[src/design/zsee_pkg.sv]
// types, constants and helper functions of the stored zip entry extractor
// no dependencies
package zsee_pkg;

    localparam int CNT_W      = 23;
    localparam int HDR_LEN    = 30;
    localparam int HDR_AW     = 5;
    localparam int NAME_LEN   = 11;
    localparam int NAME_AW    = 4;
    localparam int PAYLOAD_W  = 23;
    localparam int EXTRA_W    = 16;
    localparam int CFG_IDX_W  = 1;
    localparam int CFG_DATA_W = 23;
    localparam int QUEUE_DEPTH = 4;
    localparam int QUEUE_AW    = 2;
    localparam int QUEUE_CW    = 3;

    localparam logic [31:0]          LFH_SIGNATURE     = 32'h0403_4b50;
    localparam logic [15:0]          DESC_FLAG_MASK    = 16'h0008;
    localparam logic [15:0]          NAME_LEN_EXPECTED = 16'd11;
    localparam logic [PAYLOAD_W-1:0] MAX_PAYLOAD_RST   = 23'd4194304;
    localparam logic [EXTRA_W-1:0]   MAX_EXTRA_RST     = 16'd4096;

    localparam logic [CFG_IDX_W-1:0] CFG_MAX_PAYLOAD = 1'b0;
    localparam logic [CFG_IDX_W-1:0] CFG_MAX_EXTRA   = 1'b1;

    localparam logic KIND_DATA  = 1'b0;
    localparam logic KIND_ERROR = 1'b1;

    typedef enum logic [2:0] {
        ERR_SIGNATURE = 3'd0,
        ERR_METHOD    = 3'd1,
        ERR_NAME_LEN  = 3'd2,
        ERR_EXTRA     = 3'd3,
        ERR_SIZE      = 3'd4,
        ERR_NAME      = 3'd5,
        ERR_TRUNCATED = 3'd6
    } t_err;

    typedef enum logic [4:0] {
        PH_HEADER  = 5'b00001,
        PH_NAME    = 5'b00010,
        PH_EXTRA   = 5'b00100,
        PH_PAYLOAD = 5'b01000,
        PH_DONE    = 5'b10000
    } t_phase;

    typedef struct packed {
        logic       kind;
        logic [7:0] payload_byte;
        logic       last;
        t_err       err_code;
    } t_word;

    // expected entry name "preview.png"
    function automatic logic [7:0] name_char(input logic [NAME_AW-1:0] idx);
        logic [7:0] c;
        begin
            unique case (idx)
                4'd0:    c = 8'h70;
                4'd1:    c = 8'h72;
                4'd2:    c = 8'h65;
                4'd3:    c = 8'h76;
                4'd4:    c = 8'h69;
                4'd5:    c = 8'h65;
                4'd6:    c = 8'h77;
                4'd7:    c = 8'h2e;
                4'd8:    c = 8'h70;
                4'd9:    c = 8'h6e;
                4'd10:   c = 8'h67;
                default: c = 8'h00;
            endcase
            return c;
        end
    endfunction

endpackage

[src/design/zsee_front.sv]
// front end: config registers, header store and parse state machine
// depends on zsee_pkg
module zsee_front import zsee_pkg::*; (
    input  logic                 i_clk,
    input  logic                 i_rst_n,
    input  logic                 i_cfg_we,
    input  logic [CFG_IDX_W-1:0] i_cfg_index,
    input  logic [CFG_DATA_W-1:0] i_cfg_data,
    input  logic                 i_accept,
    input  logic [7:0]           i_data_byte,
    input  logic                 i_start_of_file,
    input  logic                 i_end_of_file,
    output logic                 o_push,
    output t_word                o_word
);

    logic [PAYLOAD_W-1:0] r_max_payload;
    logic [EXTRA_W-1:0]   r_max_extra;
    t_phase               r_phase, n_phase;
    logic [CNT_W-1:0]     r_cnt, n_cnt;
    logic                 r_name_ok, n_name_ok;
    logic [7:0]           r_hdr [HDR_LEN];

    t_phase           ph;
    logic [CNT_W-1:0] cnt;
    logic [CNT_W-1:0] cnt_inc;
    logic             name_ok;
    logic             hdr_we;
    logic [31:0]      w_sig;
    logic [15:0]      w_method;
    logic [15:0]      w_name_len;
    logic [15:0]      w_extra_new;
    logic [15:0]      w_extra;
    logic [31:0]      w_csize;
    logic [31:0]      w_usize;
    logic             char_ok;

    always_ff @(posedge i_clk) begin
        if (!i_rst_n) begin
            r_max_payload <= MAX_PAYLOAD_RST;
            r_max_extra   <= MAX_EXTRA_RST;
        end else if (i_cfg_we) begin
            unique case (i_cfg_index)
                CFG_MAX_PAYLOAD: r_max_payload <= i_cfg_data[PAYLOAD_W-1:0];
                CFG_MAX_EXTRA:   r_max_extra   <= i_cfg_data[EXTRA_W-1:0];
                default: ;
            endcase
        end
    end

    assign ph      = i_start_of_file ? PH_HEADER : r_phase;
    assign cnt     = i_start_of_file ? '0 : r_cnt;
    assign name_ok = i_start_of_file ? 1'b1 : r_name_ok;
    assign cnt_inc = cnt + CNT_W'(1);

    assign w_sig       = {r_hdr[3], r_hdr[2], r_hdr[1], r_hdr[0]};
    assign w_method    = {r_hdr[9], r_hdr[8]};
    assign w_name_len  = {r_hdr[27], r_hdr[26]};
    assign w_extra_new = {i_data_byte, r_hdr[28]};
    assign w_extra     = {r_hdr[29], r_hdr[28]};
    assign w_csize     = {r_hdr[21], r_hdr[20], r_hdr[19], r_hdr[18]};
    assign w_usize     = {r_hdr[25], r_hdr[24], r_hdr[23], r_hdr[22]};
    assign char_ok     = (i_data_byte == name_char(cnt[NAME_AW-1:0]));

    assign hdr_we = i_accept && !i_end_of_file && (ph == PH_HEADER)
                    && (cnt < CNT_W'(HDR_LEN));

    always_ff @(posedge i_clk) begin
        if (hdr_we) begin
            r_hdr[cnt[HDR_AW-1:0]] <= i_data_byte;
        end
    end

    always_comb begin
        n_phase   = ph;
        n_cnt     = cnt;
        n_name_ok = name_ok;
        o_push    = 1'b0;
        o_word    = '{kind: KIND_DATA, payload_byte: 8'h00, last: 1'b0,
                      err_code: ERR_SIGNATURE};
        if (i_end_of_file) begin
            if (ph != PH_DONE) begin
                o_push          = 1'b1;
                o_word.kind     = KIND_ERROR;
                o_word.last     = 1'b1;
                o_word.err_code = ERR_TRUNCATED;
                n_phase         = PH_DONE;
                n_cnt           = '0;
            end
        end else begin
            unique case (ph)
                PH_HEADER: begin
                    n_cnt = cnt_inc;
                    if (cnt_inc >= CNT_W'(HDR_LEN)) begin
                        n_cnt           = '0;
                        n_phase         = PH_DONE;
                        o_push          = 1'b1;
                        o_word.kind     = KIND_ERROR;
                        o_word.last     = 1'b1;
                        priority if (w_sig != LFH_SIGNATURE) begin
                            o_word.err_code = ERR_SIGNATURE;
                        end else if ((r_hdr[6] & DESC_FLAG_MASK[7:0]) != 8'h00
                                     || w_method != 16'h0000) begin
                            o_word.err_code = ERR_METHOD;
                        end else if (w_name_len != NAME_LEN_EXPECTED) begin
                            o_word.err_code = ERR_NAME_LEN;
                        end else if (w_extra_new > r_max_extra) begin
                            o_word.err_code = ERR_EXTRA;
                        end else if (w_csize != w_usize || w_csize == 32'h0
                                     || w_csize > 32'(r_max_payload)) begin
                            o_word.err_code = ERR_SIZE;
                        end else begin
                            o_push  = 1'b0;
                            o_word.kind = KIND_DATA;
                            o_word.last = 1'b0;
                            n_phase = PH_NAME;
                        end
                    end
                end
                PH_NAME: begin
                    n_cnt     = cnt_inc;
                    n_name_ok = name_ok && char_ok;
                    if (cnt_inc >= CNT_W'(NAME_LEN)) begin
                        n_cnt = '0;
                        if (!(name_ok && char_ok)) begin
                            o_push          = 1'b1;
                            o_word.kind     = KIND_ERROR;
                            o_word.last     = 1'b1;
                            o_word.err_code = ERR_NAME;
                            n_phase         = PH_DONE;
                        end else if (w_extra == 16'h0000) begin
                            n_phase = PH_PAYLOAD;
                        end else begin
                            n_phase = PH_EXTRA;
                        end
                    end
                end
                PH_EXTRA: begin
                    n_cnt = cnt_inc;
                    if (cnt_inc == CNT_W'(w_extra)) begin
                        n_cnt   = '0;
                        n_phase = PH_PAYLOAD;
                    end
                end
                PH_PAYLOAD: begin
                    n_cnt               = cnt_inc;
                    o_push              = 1'b1;
                    o_word.payload_byte = i_data_byte;
                    if (cnt_inc == CNT_W'(w_csize)) begin
                        o_word.last = 1'b1;
                        n_phase     = PH_DONE;
                        n_cnt       = '0;
                    end
                end
                default: ;
            endcase
        end
        o_push = o_push && i_accept;
    end

    always_ff @(posedge i_clk) begin
        if (!i_rst_n) begin
            r_phase   <= PH_HEADER;
            r_cnt     <= '0;
            r_name_ok <= 1'b1;
        end else if (i_accept) begin
            r_phase   <= n_phase;
            r_cnt     <= n_cnt;
            r_name_ok <= n_name_ok;
        end
    end

endmodule

[src/design/zsee_queue.sv]
// small result queue between the parser and the output stage
// depends on zsee_pkg
module zsee_queue import zsee_pkg::*; (
    input  logic  i_clk,
    input  logic  i_rst_n,
    input  logic  i_push,
    input  t_word i_word,
    input  logic  i_pop,
    output logic  o_full,
    output logic  o_not_empty,
    output t_word o_word
);

    t_word                r_mem [QUEUE_DEPTH];
    logic [QUEUE_AW-1:0]  r_wr_ptr;
    logic [QUEUE_AW-1:0]  r_rd_ptr;
    logic [QUEUE_CW-1:0]  r_count, n_count;

    assign o_full      = (r_count == QUEUE_CW'(QUEUE_DEPTH));
    assign o_not_empty = (r_count != '0);
    assign o_word      = r_mem[r_rd_ptr];

    always_comb begin
        n_count = r_count;
        if (i_push && !i_pop) begin
            n_count = r_count + QUEUE_CW'(1);
        end else if (!i_push && i_pop) begin
            n_count = r_count - QUEUE_CW'(1);
        end
    end

    always_ff @(posedge i_clk) begin
        if (i_push) begin
            r_mem[r_wr_ptr] <= i_word;
        end
    end

    always_ff @(posedge i_clk) begin
        if (!i_rst_n) begin
            r_wr_ptr <= '0;
            r_rd_ptr <= '0;
            r_count  <= '0;
        end else begin
            if (i_push) begin
                r_wr_ptr <= r_wr_ptr + QUEUE_AW'(1);
            end
            if (i_pop) begin
                r_rd_ptr <= r_rd_ptr + QUEUE_AW'(1);
            end
            r_count <= n_count;
        end
    end

endmodule

[src/design/zsee_back.sv]
// back end: output register that hands result words to the consumer
// depends on zsee_pkg
module zsee_back import zsee_pkg::*; (
    input  logic  i_clk,
    input  logic  i_rst_n,
    input  logic  i_q_not_empty,
    input  t_word i_q_word,
    output logic  o_pop,
    input  logic  i_stall,
    output logic  o_valid,
    output t_word o_word
);

    logic  r_valid;
    t_word r_word;

    assign o_pop   = i_q_not_empty && (!r_valid || !i_stall);
    assign o_valid = r_valid;
    assign o_word  = r_word;

    always_ff @(posedge i_clk) begin
        if (!i_rst_n) begin
            r_valid <= 1'b0;
        end else if (o_pop) begin
            r_valid <= 1'b1;
        end else if (!i_stall) begin
            r_valid <= 1'b0;
        end
    end

    always_ff @(posedge i_clk) begin
        if (o_pop) begin
            r_word <= i_q_word;
        end
    end

endmodule

[src/design/zip_stored_entry_extractor_unit.sv]
// Stored zip entry extractor: parses the first local file header of a byte
// stream, checks it, matches the name "preview.png" and streams out the stored
// payload bytes, or one error word. One byte is taken per clock while the
// result queue is not full; the only per-byte work is the phase counter step
// and its compare, so a new byte can enter every cycle. A four-word queue
// sits between the parser and the output register; o_in_stall rises only
// when that queue is full.
// depends on zsee_pkg, zsee_front, zsee_queue, zsee_back
module zip_stored_entry_extractor_unit import zsee_pkg::*; (
    input  logic                  i_clk,
    input  logic                  i_rst_n,
    input  logic                  i_cfg_we,
    input  logic [CFG_IDX_W-1:0]  i_cfg_index,
    input  logic [CFG_DATA_W-1:0] i_cfg_data,
    input  logic                  i_in_valid,
    output logic                  o_in_stall,
    input  logic [7:0]            i_data_byte,
    input  logic                  i_start_of_file,
    input  logic                  i_end_of_file,
    output logic                  o_out_valid,
    input  logic                  i_out_stall,
    output logic                  o_kind,
    output logic [7:0]            o_payload_byte,
    output logic                  o_last,
    output logic [2:0]            o_error_code
);

    logic  accept;
    logic  push;
    t_word front_word;
    logic  q_full;
    logic  q_not_empty;
    t_word q_word;
    logic  pop;
    t_word out_word;

    assign o_in_stall = q_full;
    assign accept     = i_in_valid && !q_full;

    zsee_front u_front (
        .i_clk           (i_clk),
        .i_rst_n         (i_rst_n),
        .i_cfg_we        (i_cfg_we),
        .i_cfg_index     (i_cfg_index),
        .i_cfg_data      (i_cfg_data),
        .i_accept        (accept),
        .i_data_byte     (i_data_byte),
        .i_start_of_file (i_start_of_file),
        .i_end_of_file   (i_end_of_file),
        .o_push          (push),
        .o_word          (front_word)
    );

    zsee_queue u_queue (
        .i_clk       (i_clk),
        .i_rst_n     (i_rst_n),
        .i_push      (push),
        .i_word      (front_word),
        .i_pop       (pop),
        .o_full      (q_full),
        .o_not_empty (q_not_empty),
        .o_word      (q_word)
    );

    zsee_back u_back (
        .i_clk         (i_clk),
        .i_rst_n       (i_rst_n),
        .i_q_not_empty (q_not_empty),
        .i_q_word      (q_word),
        .o_pop         (pop),
        .i_stall       (i_out_stall),
        .o_valid       (o_out_valid),
        .o_word        (out_word)
    );

    assign o_kind         = out_word.kind;
    assign o_payload_byte = out_word.payload_byte;
    assign o_last         = out_word.last;
    assign o_error_code   = out_word.err_code;

endmodule

[config.mk]
export PLATFORM = sky130hd
export DESIGN_NAME = zip_stored_entry_extractor_unit
export DESIGN_NICKNAME = d
export VERILOG_FILES = /design/src/design/zsee_pkg.sv /design/src/design/zsee_front.sv /design/src/design/zsee_queue.sv /design/src/design/zsee_back.sv /design/src/design/zip_stored_entry_extractor_unit.sv
export SDC_FILE = /design/constraint.sdc
export NUM_CORES = 1
export LEC_CHECK = 0
export BUFFER_PORTS_ARGS = -buffer_cell sky130_fd_sc_hd__buf_2
export CAP_MARGIN = 20
export CORE_MARGIN = 5
export CORE_UTILIZATION = 40
export DETAILED_ROUTE_END_ITERATION = 10
export MAX_ROUTING_LAYER = met4
export PLACE_DENSITY = 0.63
export SLEW_MARGIN = 20
export SYNTH_ARGS = -nofsm -noshare
export SYNTH_HDL_FRONTEND = slang
export SYNTH_HIERARCHICAL = 1
export SYNTH_SLANG_ARGS = --single-unit
[constraint.sdc]
create_clock -name i_clk -period 7.1 [get_ports i_clk]
set_clock_uncertainty 0.15 [all_clocks]
set_input_delay 1.065 -clock i_clk [delete_from_list [all_inputs] [get_ports i_clk]]
set_output_delay 1.065 -clock i_clk [all_outputs]
set_load 0.02 [all_outputs]
== Word-level counts from Yosys, hierarchy flattened ==
Memory sizes are Yosys's and may differ from the RTL's. A register that Yosys moved wholly into a read port is not among the register bits.
Cells that the tools add are included.

* Bits in registers: 76
* Latch bits: 0
* Bits in writable memories: 292
* Memory bits (read-only): 112
* Input port bits: 39
* Output and inout bits: 15
* Memories kept: 3

{| class="wikitable"
|+ Memory list
! name !! words !! bits a word !! rd ports !! clocked after memory_dff !! write ports !! RTL line !! text
|-
| u_front.r_hdr || 30 || 8 || 19 || 0 || 1 || zsee_front.sv:22 || <nowiki>logic [7:0] r_hdr [HDR_LEN];</nowiki>
|-
| (no name shown) || 16 || 7 || 1 || 0 || 0 || zsee_pkg.sv:59 || <nowiki>unique case (idx)</nowiki>
|-
| u_queue.r_mem || 4 || 13 || 1 || 1 || 1 || zsee_queue.sv:14 || <nowiki>t_word r_mem [QUEUE_DEPTH];</nowiki>
|}

* $add $sub $neg: 5
* Multipliers: 0
* Divide/modulo/power cells: 0
* Order comparisons: 5
* Eq/ne operators: 13
* Shift-type cells: 0
* Multiplexer cells: 62
* Bitwise operators: 1
* Reductions and logical operators: 26

{| class="wikitable"
|+ Operator list
! cell !! number
|-
| 2-to-1 mux 23 bit || 7
|-
| case mux 23 bit (4 select lines) || 1
|-
| 2-to-1 mux 5 bit || 13
|-
| greater-than comparator 32 x 23 -> 1 bit || 1
|-
| zero test 32 bit || 1
|-
| inequality test 32 x 27 -> 1 bit (second input constant) || 1
|-
| inequality test 32 bit || 1
|-
| 2-to-1 mux 4 bit || 6
|-
| adder 23 x 1 -> 23 bit (second input constant) || 1
|-
| equality test 23 x 16 -> 1 bit || 1
|-
| equality test 23 bit || 1
|-
| greater-or-equal comparator 23 x 4 -> 1 bit (second input constant) || 1
|-
| greater-or-equal comparator 23 x 5 -> 1 bit (second input constant) || 1
|-
| less-than comparator 23 x 5 -> 1 bit (second input constant) || 1
|-
| 2-to-1 mux 1 bit || 21
|-
| 2-to-1 mux 3 bit || 7
|-
| case mux 5 bit (4 select lines) || 1
|-
| greater-than comparator 16 bit || 1
|-
| zero test 16 bit || 1
|-
| 2-to-1 mux 8 bit || 2
|-
| inequality test 16 x 4 -> 1 bit (second input constant) || 1
|-
| nonzero test 16 bit || 1
|-
| logical AND 1 bit || 9
|-
| equality test 8 bit || 1
|-
| other kinds (19) || 30
|}

== Longest topological paths before layout ==
An unclocked memory read counts as a cell.

* Depth after elaboration: 17
* Gate-level depth with buffers: 25
* Gate-level depth less buffers: 19

== Modules after synthesis ==
The synthesis kept the hierarchy.

{| class="wikitable"
|+ Modules (own cells, without submodules)
! module !! times used !! cells each !! area each (sq um)
|-
| zsee_front || 1 || 1,134 || 11,389.7
|-
| zsee_queue || 1 || 110 || 2,328.5
|-
| zsee_back || 1 || 17 || 429.2
|-
| zip_stored_entry_extractor_unit || 1 || 1 || 13.8
|}

== Worst setup path before layout ==
No wires, ideal clock.

* Path type: input port to flip-flop
* Start: in i_start_of_file
* End: reg u_queue.r_count[2]
* Arrival time: 6,660 ps
* Setup slack: 214 ps
* Stages: 24
* Buffers on the path: 6
* Cell sequence: clkbuf_1 > clkbuf_1 > buf_2 > buf_1 > clkbuf_1 > clkbuf_1 > nor2b_1 > ha_1 > nand2b_1 > a21oi_1 > nor2_1 > or4b_2 > a21o_1 > a2111oi_0 > o21ai_0 > nor2b_1 > or3_1 > o21a_1 > ha_1 > inv_1 > fa_1 > xor2_1 > or3_1 > a21boi_0

* Word-level cells in the longest chain between the ends: 12

{| class="wikitable"
|+ RTL lines
! element !! RTL line !! text
|-
| start: declaration || zip_stored_entry_extractor_unit.sv:18 || <nowiki>input logic i_start_of_file,</nowiki>
|-
| parallel branches: the longest is 7 deep, another holds adder 23 x 1 -> 23 bit || n/a ||
|-
| 2-to-1 mux 1 bit * || zsee_front.sv:81 || <nowiki>if (i_end_of_file) begin</nowiki>
|-
| logical AND 1 bit * || zsee_front.sv:158 || <nowiki>o_push = o_push && i_accept;</nowiki>
|-
| net push || zip_stored_entry_extractor_unit.sv:29 || <nowiki>logic push;</nowiki>
|-
| zero test 1 bit || zsee_queue.sv:27 || <nowiki>end else if (!i_push && i_pop) begin</nowiki>
|-
| logical AND 1 bit || zsee_queue.sv:27 ||
|-
| nonzero test 2 bit (no source line) || n/a ||
|-
| end signal: assignment || zsee_queue.sv:50 || <nowiki>r_count <= n_count;</nowiki>
|-
| end: declaration || zsee_queue.sv:17 || <nowiki>logic [QUEUE_CW-1:0] r_count, n_count;</nowiki>
|}

Mark *: on every way through the listed nets, which the timed path passes.
A chain may end at the register's enable or synchronous reset.

== Worst setup path after layout ==
Ends and elaborated chain as after synthesis.

==> impl_metrics.py <==
metrics = {
    "pwr": {
        "vdd_drop_max_mv": 0.2171,
        "p_int_mw": 3.070,
        "p_switching_mw": 1.052,
        "p_clk_share_pct": 38.4,
        "power_frac_comb_pct": 13.3,
        "swShare_pct": 25.52,
        "seqPwrFrac_pct": 48.4,
        "p_per_area_mw_per_mm2": 259.3,
        "p_leak_nw": 5.389,
    },
    "floorplan": {
        "fp.dieW_um": 198.2,
        "core_sq_mm": 0.03522,
        "dieArea_sq_mm": 0.03927,
        "pin_count": 54,
        "row_count": 69,
        "start_util_pct": 40.20,
        "fp.dieH_um": 198.2,
    },
    "clock_tree": {
        "clockBufferDepth": 3,
        "cts_tree": "done",
        "htreeDepth": 1,
        "root_buffer": "clkbuf_16",
        "cts_hold_buf": 0,
        "clock-sinks": 288,
        "numCtsBuffers": 30,
        "cts_resized": 0,
        "clk-insertion-delay-late_ns": 0.57,
        "cts.clk_slew.worst_paths_ns": 0.06,
        "cts_setup_buffers": 0,
    },
    "synth": {
        "synth_top_area_share_pct": 44.53,
        "yosys.cell_types.count": 77,
        "netlist_area_sq_mm": 0.01416,
        "synth-seq-cells": 288,
        "synth_edf_count": 210,
        "yosys_warnings": 6,
        "syn_inst": 1262,
        "synth_area_leaders": "edfxtp_1 (45%), dfxtp_1 (11%), ha_1 (4.5%)",
        "yosys.area.top_type": "edfxtp_1",
        "ys_seq_area_share_pct": 55.56,
        "syn-mean-instance-area_sq_um": 11.22,
        "synth_fp_nets": 1353,
        "synth_ff_type": "edfxtp_1",
        "async_flop_share_pct": 0,
    },
    "routing": {
        "viasPerCell": 5.680,
        "drc": 0,
        "firstDrtPassIters": 5,
        "ant_nets": 0,
        "routed-via-count": 10167,
        "wl_per_cell_um": 21.60,
        "drt_wl_total_um": 38670,
        "drt_iter0_drc": 947,
    },
    "grt": {
        "grt_usage_pct": 20.18,
        "antenna_found_initial": 0,
        "grt_first_pass_wirelength_um": 59920,
        "grt_pass1_vias": 10078,
        "grt-ovfl-total": 0,
        "grt_max_degree": 42,
    },
    "place": {
        "port_buffers": 53,
        "hpwl_um": 27370,
        "gp_congestion": 0.9534,
    },
    "critical_path": {
        "worstRegToRegCells": 19,
        "slowest_stage": "or4b_2",
        "cp.required_ns": 7.42,
        "path_buf_inv": 3,
        "max_stage_delay_ns": 0.65,
        "critical_path.endpoint_type": "flop",
        "crit_chain": "buf_2 > nor2b_1 > inv_1 > ha_1 > nand2b_1 > a21oi_1 > nor2_1 > or4b_2 > a21o_1 > a2111oi_0 > o21ai_0 > nor2b_1 > or3_1 > o21a_1 > ha_1 > inv_1 > fa_1 > xor2_1 > or3_1 > a21boi_0",
        "worstPathMaxFanout": 7,
        "rrSetupSlack_ns": 1.09,
        "cp.arrival_ns": 6.35,
        "cpLargestDelayFamily": "simple AND/OR/NAND/NOR gates",
        "critPathLaunchType": "input port",
        "critPathKind": "in -> reg",
        "crit_cells": 20,
    },
    "timing": {
        "rsz0062_at_grt": "no",
        "period_needed_ns": 6.030,
        "maxClockFrequency_ghz": 0.1658,
        "final-max-slew-violation-count": 0,
        "finalSetupTns_ns": 0,
        "timing_hold_violations_final": 0,
        "timing.slew.headroom_pct": 26.98,
        "setup_violations": 0,
        "tightest_slew_ns": 1.084,
        "fin_crit_sh_pct": 84.94,
    },
    "final_layout": {
        "insertedDiodeCount": 0,
        "multi_input_area_sq_mm": 0.005829,
        "drive_gt1_share_pct": 10.84,
        "fin_util_pct": 45.12,
        "final-seq-area_sq_mm": 0.007868,
        "area_growth_pct": 12.24,
        "fin_nets": 1399,
        "nFillCells": 3290,
    },
    "worst_hold_path": {
        "hold_depth": 2,
        "hp-class": "reg -> reg",
    },
    "run_status": {
        "status": "completed",
    },
    "job": {
        "drv_cap": 0,
    },
}
==> Yosys cell counts, drive strengths merged (4+ instances only) <==
cell type  instances
a2111oi            4
a21o              14
a21oi             70
a22oi              5
a31oi             15
a32oi              8
and2              25
and3               4
and4               5
buf               17
clkbuf            39
dfxtp             78
edfxtp           210
ha                51
inv               60
mux2i              8
mux4              13
nand2            133
nand2b            18
nand3             26
nand3b             4
nand4             38
nand4b             5
nor2              78
nor2b             29
nor3              21
nor3b              5
nor4              49
nor4b              9
o2111ai            5
o211ai             8
o21a              13
o21ai             43
o31ai              4
or3               10
or4                7
xnor2             30
xor2              54
==> cell families (layout without fill, tap and decap cells) <==
| family | after synthesis | count (layout) | synth area share, % |
|---|---|---|---|
| AND/OR/NAND/NOR | 477 | 477 | 18.10 |
| flip-flops | 288 | 288 | 55.56 |
| AO/OA/AOI/OAI | 219 | 219 | 10.02 |
| buffers and inverters | 117 | 184 | 3.278 |
| XOR/XNOR | 86 | 86 | 5.522 |
| adder cells (fa/ha/maj) | 52 | 52 | 4.647 |
| multiplexers | 23 | 23 | 2.872 |
==> power by group through the flow <==
stage          combinational, mW  clock (mW)  sequential [mW]
2_1_floorplan              0.336           0             2.05
3_3_place_gp               0.539           0             2.03
3_5_place_dp               0.551           0             2.03
4_1_cts                    0.554        1.62             2.00
5_1_grt                    0.602        1.69             2.01
6_report                   0.546        1.58             1.99
==> worst reg2reg max path, stage by stage (launching register included) <==
cell,delay [ns]
dfxtp_1,0.51
nor2b_1,0.45
inv_1,0.21
ha_1,0.44
nand2b_1,0.21
a21oi_1,0.31
nor2_1,0.08
or4b_2,0.65
a21o_1,0.17
a2111oi_0,0.58
o21ai_0,0.26
nor2b_1,0.23
or3_1,0.37
o21a_1,0.28
ha_1,0.26
inv_1,0.07
fa_1,0.17
xor2_1,0.07
or3_1,0.30
a21boi_0,0.15
==> per-stage QoR <==
step,cell area (sq um),instances,setup slack [ns],total power [mW],hold WS [ns]
finish,15890,1790,1.070,4.122,0.3035
detailed placement,14900,1737,0.5076,2.583,0.2981
floorplan,14160,1262,0.2140,2.391,0.2863
global route,15890,1790,0.5756,4.303,0.3283
global placement,14900,1737,0.7553,2.566,0.2937
CTS,15890,1790,1.085,4.170,0.3062
==> flip-flops by register name, summed over array words and instances (netlist names), 3 cells and up, named ones only <==
| signal | cells |
|---|---|
| u_back/o_word | 13 |
| u_front/r_cnt | 23 |
| u_front/r_hdr | 145 |
| u_front/r_max_extra | 16 |
| u_front/r_max_payload | 23 |
| u_front/r_phase | 5 |
| u_queue/r_count | 3 |
| u_queue/r_mem | 52 |
==> area by class of cell <==
type                            count  share of cell area [%]
Tap cell                          461                   3.629
Sequential cell                   288                   49.50
Clock buffer                       38                   5.038
Clock inverter                     15                   1.244
Timing Repair Buffer               70                   2.472
Multi-Input combinational cell    857                   36.68
Inverter                           61                   1.441
==> layout by cell type, fill, tap and decap left out, types with 21 or more instances in the layout <==
cell type / instances
nand3_1: 25
edfxtp_1: 210
buf_2: 53
nor4_1: 46
nor3_1: 21
o21ai_0: 43
nand4_1: 37
inv_1: 60
nor2b_1: 28
and2_1: 25
nand2_1: 133
a21oi_1: 69
xor2_1: 54
clkbuf_16: 30
nor2_1: 78
dfxtp_1: 78
ha_1: 51
xnor2_1: 30
==> metal layers <==
| metal | GRT usage (%) | wire length (um) | part of all wire (%) | vias up |
|---|---|---|---|---|
| li1 | - | - | - | 4767 |
| met1 | 27.39 | 17050 | 44 | 4946 |
| met2 | 31.27 | 17840 | 46 | 377 |
| met3 | 3.505 | 2663 | 6.9 | 77 |
| met4 | 6.070 | 1114 | 2.9 | 0 |
| met5 | - | 0 | 0 | - |
==> worst paths after layout <==
check,from,endpoint
worst min register to register,u_front/r_max_payload[15],u_front/r_max_payload[15]
worst min-delay path,u_front/r_max_payload[15],u_front/r_max_payload[15]
worst max-delay path,i_start_of_file,u_queue/r_count[2]
worst max register to register,u_front/r_cnt[0],u_queue/r_count[2]
Power figures use the tool's default switching activity.
